**config.mk**
```make
export PLATFORM = sky130hd
export DESIGN_NAME = frame_receiver_checksum_check
export DESIGN_NICKNAME = d
export VERILOG_FILES = /design/src/design/frc_pkg.sv /design/src/design/frc_front.sv /design/src/design/frc_queue.sv /design/src/design/frc_back.sv /design/src/design/frame_receiver_checksum_check.sv
export VERILOG_INCLUDE_DIRS = /design/src /design/src/design
export SDC_FILE = /design/constraint.sdc
export NUM_CORES = 1
export LEC_CHECK = 0
export BUFFER_PORTS_ARGS = -buffer_cell sky130_fd_sc_hd__buf_2
export CAP_MARGIN = 15
export CELL_PAD_IN_SITES_DETAIL_PLACEMENT = 0
export CELL_PAD_IN_SITES_GLOBAL_PLACEMENT = 1
export CORE_MARGIN = 1.5
export CORE_UTILIZATION = 45
export DETAILED_ROUTE_END_ITERATION = 10
export PLACE_DENSITY = 0.74
export SLEW_MARGIN = 20
export SYNTH_ARGS = -nofsm -noshare
export SYNTH_HDL_FRONTEND = slang
export SYNTH_SLANG_ARGS = --single-unit
```
**constraint.sdc**
```tcl
create_clock -name clk -period 5.78 [get_ports clk]
set_input_delay 1.156 -clock clk [delete_from_list [all_inputs] [get_ports clk]]
set_output_delay 1.156 -clock clk [all_outputs]
set_load 0.02 [all_outputs]
```
**src/design/frame_receiver_checksum_check_assert.svh**
```systemverilog
// Assertion macros for the frame receiver with checksum check.
// Used by frc_front, frc_queue and frc_back; expects clk and arst_n in scope.
`ifndef FRAME_RECEIVER_CHECKSUM_CHECK_ASSERT_SVH
`define FRAME_RECEIVER_CHECKSUM_CHECK_ASSERT_SVH
`ifndef SYNTHESIS
// Check a property on every clock edge outside reset
`define FRC_ASSERT(label, prop, msg) \
	label: assert property (@(posedge clk) disable iff (!arst_n) (prop)) else $error(msg);
// Check that a condition never holds
`define FRC_NEVER(label, cond, msg) \
	label: assert property (@(posedge clk) disable iff (!arst_n) !(cond)) else $error(msg);
`else
`define FRC_ASSERT(label, prop, msg)
`define FRC_NEVER(label, cond, msg)
`endif
`endif

```
**src/design/frc_pkg.sv**
```systemverilog
// Shared types, codes and helpers of the frame receiver with checksum check.
// No dependencies.
package frc_pkg;

	localparam logic [7:0] HDR_FIRST  = 8'h53;
	localparam logic [7:0] HDR_SECOND = 8'h4E;
	localparam logic [7:0] HDR_THIRD  = 8'h55;
	localparam logic [7:0] END_BYTE   = 8'h0A;

	localparam logic KIND_PAYLOAD = 1'b0;
	localparam logic KIND_STATUS  = 1'b1;

	localparam logic [1:0] ST_OK       = 2'd0;
	localparam logic [1:0] ST_MISMATCH = 2'd1;
	localparam logic [1:0] ST_SHORT    = 2'd2;

	localparam int QUEUE_DEPTH_DEF = 2;

	// One classified item handed from the front to the back
	typedef struct packed {
		logic        kind;
		logic [7:0]  data;
		logic        short_frame;
		logic [15:0] rx_ck;
	} op_t;

	// Ones'-complement add with end-around carry
	function automatic logic [15:0] ones_add(input logic [15:0] a, input logic [15:0] b);
		logic [16:0] s;
		s = {1'b0, a} + {1'b0, b};
		return s[15:0] + {15'd0, s[16]};
	endfunction

endpackage

```
**src/design/frc_front.sv**
```systemverilog
// Front part: header hunt, tail delay line and classification of items.
// Depends on frc_pkg and the assertion macro header.
`include "frame_receiver_checksum_check_assert.svh"
module frc_front
	import frc_pkg::*;
(
	input  logic       clk,
	input  logic       arst_n,
	input  logic       rx_valid,
	output logic       rx_stall,
	input  logic [7:0] rx_byte,
	input  logic       q_full,
	output logic       push,
	output op_t        push_op
);

	localparam logic [1:0] PH_HUNT  = 2'd0;
	localparam logic [1:0] PH_N     = 2'd1;
	localparam logic [1:0] PH_U     = 2'd2;
	localparam logic [1:0] PH_FRAME = 2'd3;

	logic [1:0] phase_q;
	logic [7:0] tail_q [3];
	logic [1:0] fill_q;
	logic       acc;
	logic       in_frame;
	logic       is_end;
	logic       tail_full;

	assign rx_stall  = q_full;
	assign acc       = rx_valid && !rx_stall;
	assign in_frame  = (phase_q == PH_FRAME);
	assign is_end    = (rx_byte == END_BYTE);
	assign tail_full = (fill_q == 2'd3);

	// Emit an op for a newline or for a byte that pushes one out of the tail
	assign push = acc && in_frame && (is_end || tail_full);

	always_comb begin
		push_op             = '0;
		push_op.short_frame = !tail_full;
		push_op.rx_ck       = {tail_q[1], tail_q[0]};
		if (is_end) begin
			push_op.kind = KIND_STATUS;
		end else begin
			push_op.kind = KIND_PAYLOAD;
			push_op.data = tail_q[0];
		end
	end

	// Advance header hunt and frame state
	always_ff @(posedge clk or negedge arst_n) begin
		if (!arst_n) begin
			phase_q <= PH_HUNT;
			fill_q  <= 2'd0;
		end else if (acc) begin
			case (phase_q)
				PH_HUNT: phase_q <= (rx_byte == HDR_FIRST) ? PH_N : PH_HUNT;
				PH_N:    phase_q <= (rx_byte == HDR_SECOND) ? PH_U : PH_HUNT;
				PH_U: begin
					phase_q <= (rx_byte == HDR_THIRD) ? PH_FRAME : PH_HUNT;
					fill_q  <= 2'd0;
				end
				PH_FRAME: begin
					if (is_end) begin
						phase_q <= PH_HUNT;
						fill_q  <= 2'd0;
					end else if (!tail_full) begin
						fill_q <= fill_q + 2'd1;
					end
				end
				default: phase_q <= PH_HUNT;
			endcase
		end
	end

	// Fill or shift the tail delay line
	always_ff @(posedge clk) begin
		if (acc && in_frame && !is_end) begin
			if (tail_full) begin
				tail_q[0] <= tail_q[1];
				tail_q[1] <= tail_q[2];
				tail_q[2] <= rx_byte;
			end else begin
				tail_q[fill_q] <= rx_byte;
			end
		end
	end

	`FRC_ASSERT(a_end_hunts, (acc && in_frame && is_end) |=> (phase_q == PH_HUNT && fill_q == 2'd0), "newline did not return to hunting")
	`FRC_NEVER(a_push_outside_frame, push && !in_frame, "op pushed outside a frame")
	`FRC_ASSERT(a_fill_hold_hunt, (phase_q == PH_HUNT) |-> (fill_q == 2'd0), "tail fill not clear while hunting")

endmodule

```
**src/design/frc_queue.sv**
```systemverilog
// Short queue of classified items between front and back.
// Depends on frc_pkg and the assertion macro header.
`include "frame_receiver_checksum_check_assert.svh"
module frc_queue
	import frc_pkg::*;
#(
	parameter int DEPTH = QUEUE_DEPTH_DEF
) (
	input  logic clk,
	input  logic arst_n,
	input  logic push,
	input  op_t  push_op,
	output logic full,
	output logic q_valid,
	input  logic pop,
	output op_t  q_op
);

	localparam int PW = (DEPTH > 1) ? $clog2(DEPTH) : 1;
	localparam int CW = $clog2(DEPTH + 1);
	localparam logic [PW-1:0] LAST = PW'(DEPTH - 1);

	op_t           slot_q [DEPTH];
	logic [PW-1:0] wr_q;
	logic [PW-1:0] rd_q;
	logic [CW-1:0] count_q;

	assign full    = (count_q == CW'(DEPTH));
	assign q_valid = (count_q != '0);
	assign q_op    = slot_q[rd_q];

	// Advance pointers and count
	always_ff @(posedge clk or negedge arst_n) begin
		if (!arst_n) begin
			wr_q    <= '0;
			rd_q    <= '0;
			count_q <= '0;
		end else begin
			if (push) begin
				wr_q <= (wr_q == LAST) ? '0 : wr_q + PW'(1);
			end
			if (pop) begin
				rd_q <= (rd_q == LAST) ? '0 : rd_q + PW'(1);
			end
			if (push && !pop) begin
				count_q <= count_q + CW'(1);
			end else if (pop && !push) begin
				count_q <= count_q - CW'(1);
			end
		end
	end

	// Store the pushed item
	always_ff @(posedge clk) begin
		if (push) begin
			slot_q[wr_q] <= push_op;
		end
	end

	`FRC_NEVER(a_push_full, push && full, "push into a full queue")
	`FRC_NEVER(a_pop_empty, pop && !q_valid, "pop from an empty queue")
	`FRC_NEVER(a_count_range, count_q > CW'(DEPTH), "queue count out of range")

endmodule

```
**src/design/frc_back.sv**
```systemverilog
// Back part: ones'-complement sum, checksum compare and output register.
// Depends on frc_pkg and the assertion macro header.
`include "frame_receiver_checksum_check_assert.svh"
module frc_back
	import frc_pkg::*;
(
	input  logic       clk,
	input  logic       arst_n,
	input  logic       q_valid,
	input  op_t        q_op,
	output logic       pop,
	output logic       out_valid,
	input  logic       out_stall,
	output logic       out_kind,
	output logic [7:0] out_byte,
	output logic [1:0] frame_status
);

	logic [15:0] sum_q;
	logic        odd_q;
	logic [7:0]  pend_q;
	logic        out_valid_q;
	logic        kind_q;
	logic [7:0]  data_q;
	logic [1:0]  status_q;
	logic [15:0] final_sum;
	logic [1:0]  status_nxt;

	assign out_valid    = out_valid_q;
	assign out_kind     = kind_q;
	assign out_byte     = data_q;
	assign frame_status = status_q;

	// Take an item when the output register is free or being emptied
	assign pop = q_valid && (!out_valid_q || !out_stall);

	// Fold in a waiting odd byte and compare the complement, unless the frame is short
	always_comb begin
		final_sum = odd_q ? ones_add(sum_q, {8'd0, pend_q}) : sum_q;
		if (q_op.short_frame) begin
			status_nxt = ST_SHORT;
		end else if (~final_sum == q_op.rx_ck) begin
			status_nxt = ST_OK;
		end else begin
			status_nxt = ST_MISMATCH;
		end
	end

	// Update the running sum and load the output register
	always_ff @(posedge clk or negedge arst_n) begin
		if (!arst_n) begin
			sum_q       <= '0;
			odd_q       <= 1'b0;
			pend_q      <= '0;
			out_valid_q <= 1'b0;
			kind_q      <= KIND_PAYLOAD;
			data_q      <= '0;
			status_q    <= ST_OK;
		end else if (pop) begin
			out_valid_q <= 1'b1;
			kind_q      <= q_op.kind;
			if (q_op.kind == KIND_STATUS) begin
				data_q   <= '0;
				status_q <= status_nxt;
				sum_q    <= '0;
				odd_q    <= 1'b0;
				pend_q   <= '0;
			end else begin
				data_q   <= q_op.data;
				status_q <= ST_OK;
				if (odd_q) begin
					sum_q  <= ones_add(sum_q, {q_op.data, pend_q});
					odd_q  <= 1'b0;
					pend_q <= '0;
				end else begin
					pend_q <= q_op.data;
					odd_q  <= 1'b1;
				end
			end
		end else if (!out_stall) begin
			out_valid_q <= 1'b0;
		end
	end

	`FRC_ASSERT(a_clear_after_status, (pop && q_op.kind == KIND_STATUS) |=> (sum_q == 16'd0 && !odd_q), "sum not cleared at end of frame")
	`FRC_ASSERT(a_payload_status_zero, (out_valid_q && kind_q == KIND_PAYLOAD) |-> (status_q == ST_OK), "payload item with nonzero status")
	`FRC_ASSERT(a_status_byte_zero, (out_valid_q && kind_q == KIND_STATUS) |-> (data_q == 8'd0), "status item with nonzero byte")

endmodule

```
**src/design/frame_receiver_checksum_check.sv**
```systemverilog
// Frame receiver with ones'-complement checksum check. Received bytes are
// taken at one byte per cycle while the queue is not full; the front hunts the
// S,N,U header and keeps the last three frame bytes, the back streams payload
// out three bytes late and sums it as little-endian 16-bit words. A byte taken
// is classified into the queue and passes on to the output register when the
// back can take it, so a newline's status item (ok, mismatch, or frame too
// short) is offered once it has passed the queue and the output register.
// The input stalls only while the queue between front and back is full.
// Top level; depends on frc_pkg, frc_front, frc_queue and frc_back.
module frame_receiver_checksum_check
	import frc_pkg::*;
#(
	parameter int QUEUE_DEPTH = QUEUE_DEPTH_DEF
) (
	input  logic       clk,
	input  logic       arst_n,
	input  logic       rx_valid,
	output logic       rx_stall,
	input  logic [7:0] rx_byte,
	output logic       out_valid,
	input  logic       out_stall,
	output logic       out_kind,
	output logic [7:0] out_byte,
	output logic [1:0] frame_status
);

	logic push;
	op_t  push_op;
	logic q_full;
	logic q_valid;
	logic pop;
	op_t  q_op;

	frc_front u_front (
		.clk      (clk),
		.arst_n   (arst_n),
		.rx_valid (rx_valid),
		.rx_stall (rx_stall),
		.rx_byte  (rx_byte),
		.q_full   (q_full),
		.push     (push),
		.push_op  (push_op)
	);

	frc_queue #(
		.DEPTH (QUEUE_DEPTH)
	) u_queue (
		.clk     (clk),
		.arst_n  (arst_n),
		.push    (push),
		.push_op (push_op),
		.full    (q_full),
		.q_valid (q_valid),
		.pop     (pop),
		.q_op    (q_op)
	);

	frc_back u_back (
		.clk          (clk),
		.arst_n       (arst_n),
		.q_valid      (q_valid),
		.q_op         (q_op),
		.pop          (pop),
		.out_valid    (out_valid),
		.out_stall    (out_stall),
		.out_kind     (out_kind),
		.out_byte     (out_byte),
		.frame_status (frame_status)
	);

endmodule
```
== Word-level counts from Yosys, hierarchy flattened ==
Memories as Yosys holds them, arrays and structs flattened.
Cells that the tools add are included.

* Flip-flop bits (word level): 45
* Memory bits (writable): 76
* Input bits: 12
* Output and inout bits: 13
* Word-level logic and storage cells: 100
* Memories: 2

* $add $sub $neg: 9
* Equality and inequality tests: 13
* Muxes and demuxes: 38
* Bitwise operators: 1
* Reductions and logical operators: 25

{| class="wikitable"
|+ Memory list
! memory !! depth !! width !! read ports !! clocked after memory_dff !! write ports !! RTL line !! text
|-
| u_queue.slot_q || 2 || 26 || 1 || 0 || 1 || frc_queue.sv:23 || <nowiki>op_t slot_q [DEPTH];</nowiki>
|-
| u_front.tail_q || 3 || 8 || 3 || 0 || 3 || frc_front.sv:23 || <nowiki>logic [7:0] tail_q [3];</nowiki>
|}

{| class="wikitable"
|+ Operator list
! kind !! count
|-
| 16-bit 2-to-1 mux || 3
|-
| 8-bit 2-to-1 mux || 5
|-
| 16-bit by 1-bit adder with 16-bit output || 2
|-
| 8-bit by 7-bit equality test with 1-bit output, second input constant || 3
|-
| 2-bit 2-to-1 mux || 10
|-
| 1-bit 2-to-1 mux || 18
|-
| 16-bit by 16-bit adder with 17-bit output || 1
|-
| 16-bit by 8-bit adder with 17-bit output || 1
|-
| 16-bit equality test || 1
|-
| 16-bit NOT || 1
|-
| 2-bit equality test, second input constant || 4
|-
| 8-bit by 4-bit equality test with 1-bit output, second input constant || 1
|-
| 2-bit case mux with 4 select lines || 1
|-
| 2-bit nonzero test || 4
|-
| 8-bit OR reduction || 1
|-
| 1-bit logical AND || 7
|-
| 1-bit zero test || 7
|-
| 2-bit by 1-bit adder with 2-bit output, second input constant || 2
|-
| 2-bit case mux with 2 select lines || 1
|-
| 2-bit AND reduction || 2
|-
| 3-bit != test, second input constant || 1
|-
| 3-bit AND reduction || 1
|-
| 1-bit adder, second input constant || 2
|-
| 2-bit by 1-bit equality test with 1-bit output, second input constant || 1
|-
| 5 further kinds || 6
|}

== Depth between registers and ports, before layout ==
* Depth after elaboration: 9
* Mapped depth: 19
* Gate-level depth less buffers: 18

== Cells and area by module ==
A second synthesis with hierarchy kept.

* Cell total of the unflattened synthesis: 642
* Area, all modules: 7247.0 um^2

{| class="wikitable"
|+ By module, submodules not included
! module !! times used !! cells each !! area each (um^2) !! seq. area each (um^2)
|-
| frc_back || 1 || 442 || 3626.0 || 925.9
|-
| frc_queue || 1 || 97 || 2165.8 || 1661.6
|-
| frc_front || 1 || 103 || 1455.1 || 820.8
|}

== Worst setup path before layout ==
OpenSTA, ideal clock, no wires.

* Path type: flip-flop to flip-flop
* Start point: reg u_queue.rd_q
* End point: reg u_back.sum_q[14]
* Library setup time: 129 ps
* Arrival: 3931 ps
* Data required time: 5651 ps
* Slack: 1720 ps
* Cell stages (with the launch flop): 20
* Buffers on the path: 4
* Clock period less this slack: 4060 ps
* Path through: dfrtp_1 buf_2 buf_2 clkbuf_1 mux2_2 ha_1 or2_2 a21oi_1 a21oi_2 a21o_1 a21oi_1 o21bai_1 a21o_1 ha_1 ha_1 and3_1 clkbuf_1 nand4b_1 xnor2_1 o21ai_1

* Longest elaborated chain between the ends: 5
* Elaborated cells on any way between the ends: 7
* Those cells by class: 2 x add/sub; 2 x mux; 2 x reduce/logical; 1 x memory

{| class="wikitable"
|+ RTL lines
! element !! RTL line !! text
|-
| start, declared || frc_queue.sv:25 || <nowiki>logic [PW-1:0] rd_q;</nowiki>
|-
| start signal, assigned || frc_queue.sv:43 || <nowiki>rd_q <= (rd_q == LAST) ? '0 : rd_q + PW'(1);</nowiki>
|-
| memory 2 x 26 bit (*) || -- ||
|-
| 16-bit by 16-bit adder with 17-bit output || frc_pkg.sv:30 || <nowiki>s = {1'b0, a} + {1'b0, b};</nowiki>
|-
| 16-bit by 1-bit adder with 16-bit output || frc_pkg.sv:31 || <nowiki>return s[15:0] + {15'd0, s[16]};</nowiki>
|-
| 16-bit 2-to-1 mux || frc_back.sv:71 || <nowiki>if (odd_q) begin</nowiki>
|-
| 16-bit 2-to-1 mux || frc_back.sv:62 || <nowiki>if (q_op.kind == KIND_STATUS) begin</nowiki>
|-
| end signal, assigned || frc_back.sv:72 || <nowiki>sum_q <= ones_add(sum_q, {q_op.data, pend_q});</nowiki>
|-
| end, declared || frc_back.sv:19 || <nowiki>logic [15:0] sum_q;</nowiki>
|}

Every way passes the cells marked *; elsewhere a longest branch is shown, timed or not. The select of a mux whose other input is x is not followed.
A chain may end at the register's enable or synchronous reset.

== Worst setup path in the final report ==
* Start point: reg u_back.sum_q[0]
* End point: reg u_back.status_q[0], in the netlist u_back.frame_status[0]

* Longest elaborated chain between the ends: 8

{| class="wikitable"
|+ RTL lines
! element !! RTL line !! text
|-
| 16-bit by 8-bit adder with 17-bit output || frc_pkg.sv:30 ||
|-
| 16-bit by 1-bit adder with 16-bit output || frc_pkg.sv:31 ||
|-
| 16-bit 2-to-1 mux (*) || frc_back.sv:39 || <nowiki>final_sum = odd_q ? ones_add(sum_q, {8'd0, pend_q}) : sum_q;</nowiki>
|-
| 16-bit NOT (*) || frc_back.sv:42 || <nowiki>end else if (~final_sum == q_op.rx_ck) begin</nowiki>
|-
| 16-bit equality test (*) || frc_back.sv:42 ||
|-
| 1-bit 2-to-1 mux (*) || frc_back.sv:42 ||
|-
| 2-bit 2-to-1 mux (*) || frc_back.sv:40 || <nowiki>if (q_op.short_frame) begin</nowiki>
|-
| 2-bit 2-to-1 mux (*) || frc_back.sv:62 ||
|-
| end signal, assigned || frc_back.sv:64 || <nowiki>status_q <= status_nxt;</nowiki>
|-
| end, declared || frc_back.sv:25 || <nowiki>logic [1:0] status_q;</nowiki>
|}

Every way passes the cells marked *; elsewhere a longest branch is shown, timed or not.

==> summary.md <==
| Metric | Value |
|---|---|
| Core ar. | `roughly 15000 sq um` |
| Number of flops mapped to enable cells by yosys | `between 70 and 80` |
| Power per Cell Area | `488 nW/um^2` |
| Setup repair bufs after CTS | `0` |
| Synth Warn # | `0` |
| Critical Path AT | `~4.7 ns` |
| Required time worst endpoint | `6.07 ns` |
| ANT cells | `0` |
| Synth Area per Inst | `11.5 sq um` |
| RSZ-0062 raised after global routing | `no` |
| Final setup viols | `0` |
| Clock slew at reported path FFs | `0.06 ns` |
| Worst path max stage delay | `0.47 ns` |
| Post-synth ARST share | `37.2%` |
| Cts repair resizes | `0` |
| Post-synthesis cell area | `6770 sq um` |
| Tot GR Track Use | `20.3%` |
| Post-route ant nets | `0` |
| Sink Count | `121` |
| Initial core utilization | `approximately 46%` |
| Critical path class | `reg -> reg` |
| Num CTS Buffers | `17` |
| CP max FO | `5` |
| Crit end category | `flop` |
| Seq/Total Area, Yosys | `50.4%` |
| DRC | `0` |
| Yosys reg bits | `121` |
| Cts hold-fix bufs | `0` |
| Synth area leaders | `edfxtp_1, dfrtp_1, ha_1, mux2_2, xnor2_1` |
| Hold Crit Class | `reg -> reg` |
| Post-synth cell types | `80` |
| Layout cells sized above 1 | `18.5%` |
| Area Overhead vs Synth | `12.5%` |
| H-tree depth | `4` |
| Outcome | `completed` |
| Initial DRC count | `304` |
| Avg WL per Cell | `roughly 19 microns` |
| Initial antenna violation count | `0` |
| CP dominant cell by count | `ha_1` |
| Die Width | `126 microns` |
| Port Buf Inserts | `24` |
| Slew Limit Fails | `0` |
| Top FF cell, synth | `edfxtp_1` |
| Fill cells | `approximately 1200` |
| Hold path depth | `0` |
| Clk_skew | `0.0143 ns` |
| CP cell instances | `ha_1 > inv_1 > fa_1 > nand2b_1 > a2111o_1 > a21oi_1 > nand2_1 > nor2_1 > ha_1 > ha_1 > nand4b_1 > nand2_1 > a311oi_1 > a2111oi_0 > o2111ai_2 > a2111oi_2 > a22oi_2` |
| Placed Area | `roughly 7000 sq um` |
| IO Count | `25` |
| Post-Synthesis Cells | `588` |
| Post-synth top area cell | `edfxtp_1` |
| Yosys top cell area share | `between 30 and 40%` |
| Row count | `44` |
| Crit path time final | `around 4.4 ns` |
| Syn_nets | `626` |
| Aggregate routed wire length | `about 15000 microns` |
| Largest net degree at the start of global routing | `46` |
| VDD IR-drop max | `0.000261 V` |
| Clock Tree Buf Depth | `2` |
| Layout Nets | `653` |
| Root Driver | `clkbuf_16` |
| Startpoint types | `flop` |
| Slew headroom | `between 40% and 50%` |
| Most numerous cell in the Yosys netlist | `edfxtp_1` |
| DP HPWL | `around 11000 microns` |
| Gp weighted congestion | `0.862` |
| Total grt overflow | `0` |
| Vias per inst | `5.60` |
| CTS tree | `built` |
| Die area | `15800 sq um` |
| Post-layout util | `52.2%` |
| Worst Max-Slew Pin Slew | `0.832 ns` |
| Drt first pass iters | `5` |
| Fin area | `around 7600 sq um` |
| Setup TNS | `0 ns` |
| Tcrit/Tclk final | `between 70% and 80%` |
| Leak pwr | `about 3.0 nW` |
| Worst path slowest cell | `a2111oi_0` |
| First-pass GRT wire length | `between 20000 and 25000 microns` |
| Die Height | `126 microns` |
| Clk_lat worst skew | `0.42 ns` |
| Vias in the first global route | `around 4600` |
| Routed vias | `4551` |
| Synth cell count leaders | `edfxtp_1, nand2_1, dfrtp_1` |
| Fmax | `approximately 230 MHz` |
| Reg2Reg Depth | `17` |
| Final hold vios | `0` |
| Maxcap violations | `0` |
[cell type report]
cell class / instances / area [sq um] / share of cell area (%)
clock buffer: 17 / 425 / 5.59
clock inverter: 15 / 153 / 2.00
inverter: 14 / 52.6 / 0.690
multi-input combinational: 430 / 3170 / 41.7
sequential: 121 / 3410 / 44.8
tap: 184 / 230 / 3.02
timing repair buffer: 31 / 173 / 2.27
[registers in the layout, indices dropped and copies added, names as in the netlist]
name and flops:
u_queue.slot_q 52, u_front.tail_q 24, u_back.sum_q 16, u_back.out_byte 8, u_back.pend_q 8, u_back.frame_status 2, u_front.fill_q 2, u_front.phase_q 2
u_queue.count_q 2, u_back.odd_q 1, u_back.out_kind 1, u_back.out_valid 1, u_queue.rd_q 1, u_queue.wr_q 1
[stage by stage]
stage	total power [mW]	setup WS (ns)	hold slack [ns]	cells
after floorplan	2.36	1.72	0.436	588
after global placement	2.68	1.55	0.449	780
after detailed placement	2.71	1.36	0.460	780
after CTS	3.75	1.34	0.475	812
after global routing	3.95	0.912	0.489	812
final	3.71	1.36	0.472	812
[critical path: cells and delay by family (launching register included)]
kind,cells,cell delay [ns]
simple gates,5,0.90
buf+inv,1,0.07
flops,1,0.36
compound gates,7,1.97
fa+ha+maj,4,1.00
[kinds of logic after synthesis]
| family | Yosys count | share of synthesized area [%] |
|---|---|---|
| AND/OR/NAND/NOR | 187 | 14.9 |
| adder cells (fa/ha/maj) | 27 | 5.08 |
| flip-flops | 121 | 50.4 |
| AO/OA/AOI/OAI | 108 | 11.4 |
| multiplexers | 46 | 7.28 |
| buffers and inverters | 37 | 2.90 |
| XOR/XNOR | 62 | 8.13 |
[cells in the final DEF (no fill, tap or decap), drive strengths merged, types with 7 or more instances in the layout]
cell type and count:
a22o 9, o21ai 38, edfxtp 76, mux2 26, mux2i 20, clkinv 7, buf 31, nand3 17
xor2 28, a21o 7, nor2 26, nor2b 7, and2 13, inv 16, nor3 8, nand2 71
ha 25, clkbuf 17, dfrtp 45, and3 11, xnor2 34, a21oi 19
[worst paths after layout]
| check | start | end | slack (ns) |
|---|---|---|---|
| max | u_back.sum_q[0] | u_back.frame_status[0] | 1.36 |
| min | u_front.tail_q[0][6] | u_queue.slot_q[0][6] | 0.47 |
| max reg2reg | u_back.sum_q[0] | u_back.frame_status[0] | 1.36 |
| min reg2reg | u_front.tail_q[0][6] | u_queue.slot_q[0][6] | 0.47 |
| max in group asynchronous | arst_n | u_back.out_valid | 4.51 |
| min in group asynchronous | arst_n | u_back.sum_q[7] | 0.82 |
[power by group]
part / total, mW / switching [mW] / internal (mW)
registers: 1.17 / 0.143 / 1.03
clock network: 1.02 / 0.388 / 0.633
logic: 1.52 / 0.916 / 0.605
total: 3.71 / 1.45 / 2.27
[layer usage]
metal | global-route usage (%) | vias up | wire length (microns)
met5 | 0 | - | 0
met4 | 8.56 | 0 | 353
met2 | 34.1 | 111 | 7710
met1 | 25.5 | 2211 | 6580
li1 | - | 2206 | -
met3 | 4.33 | 23 | 576
Power figures use the tool's default switching activity.
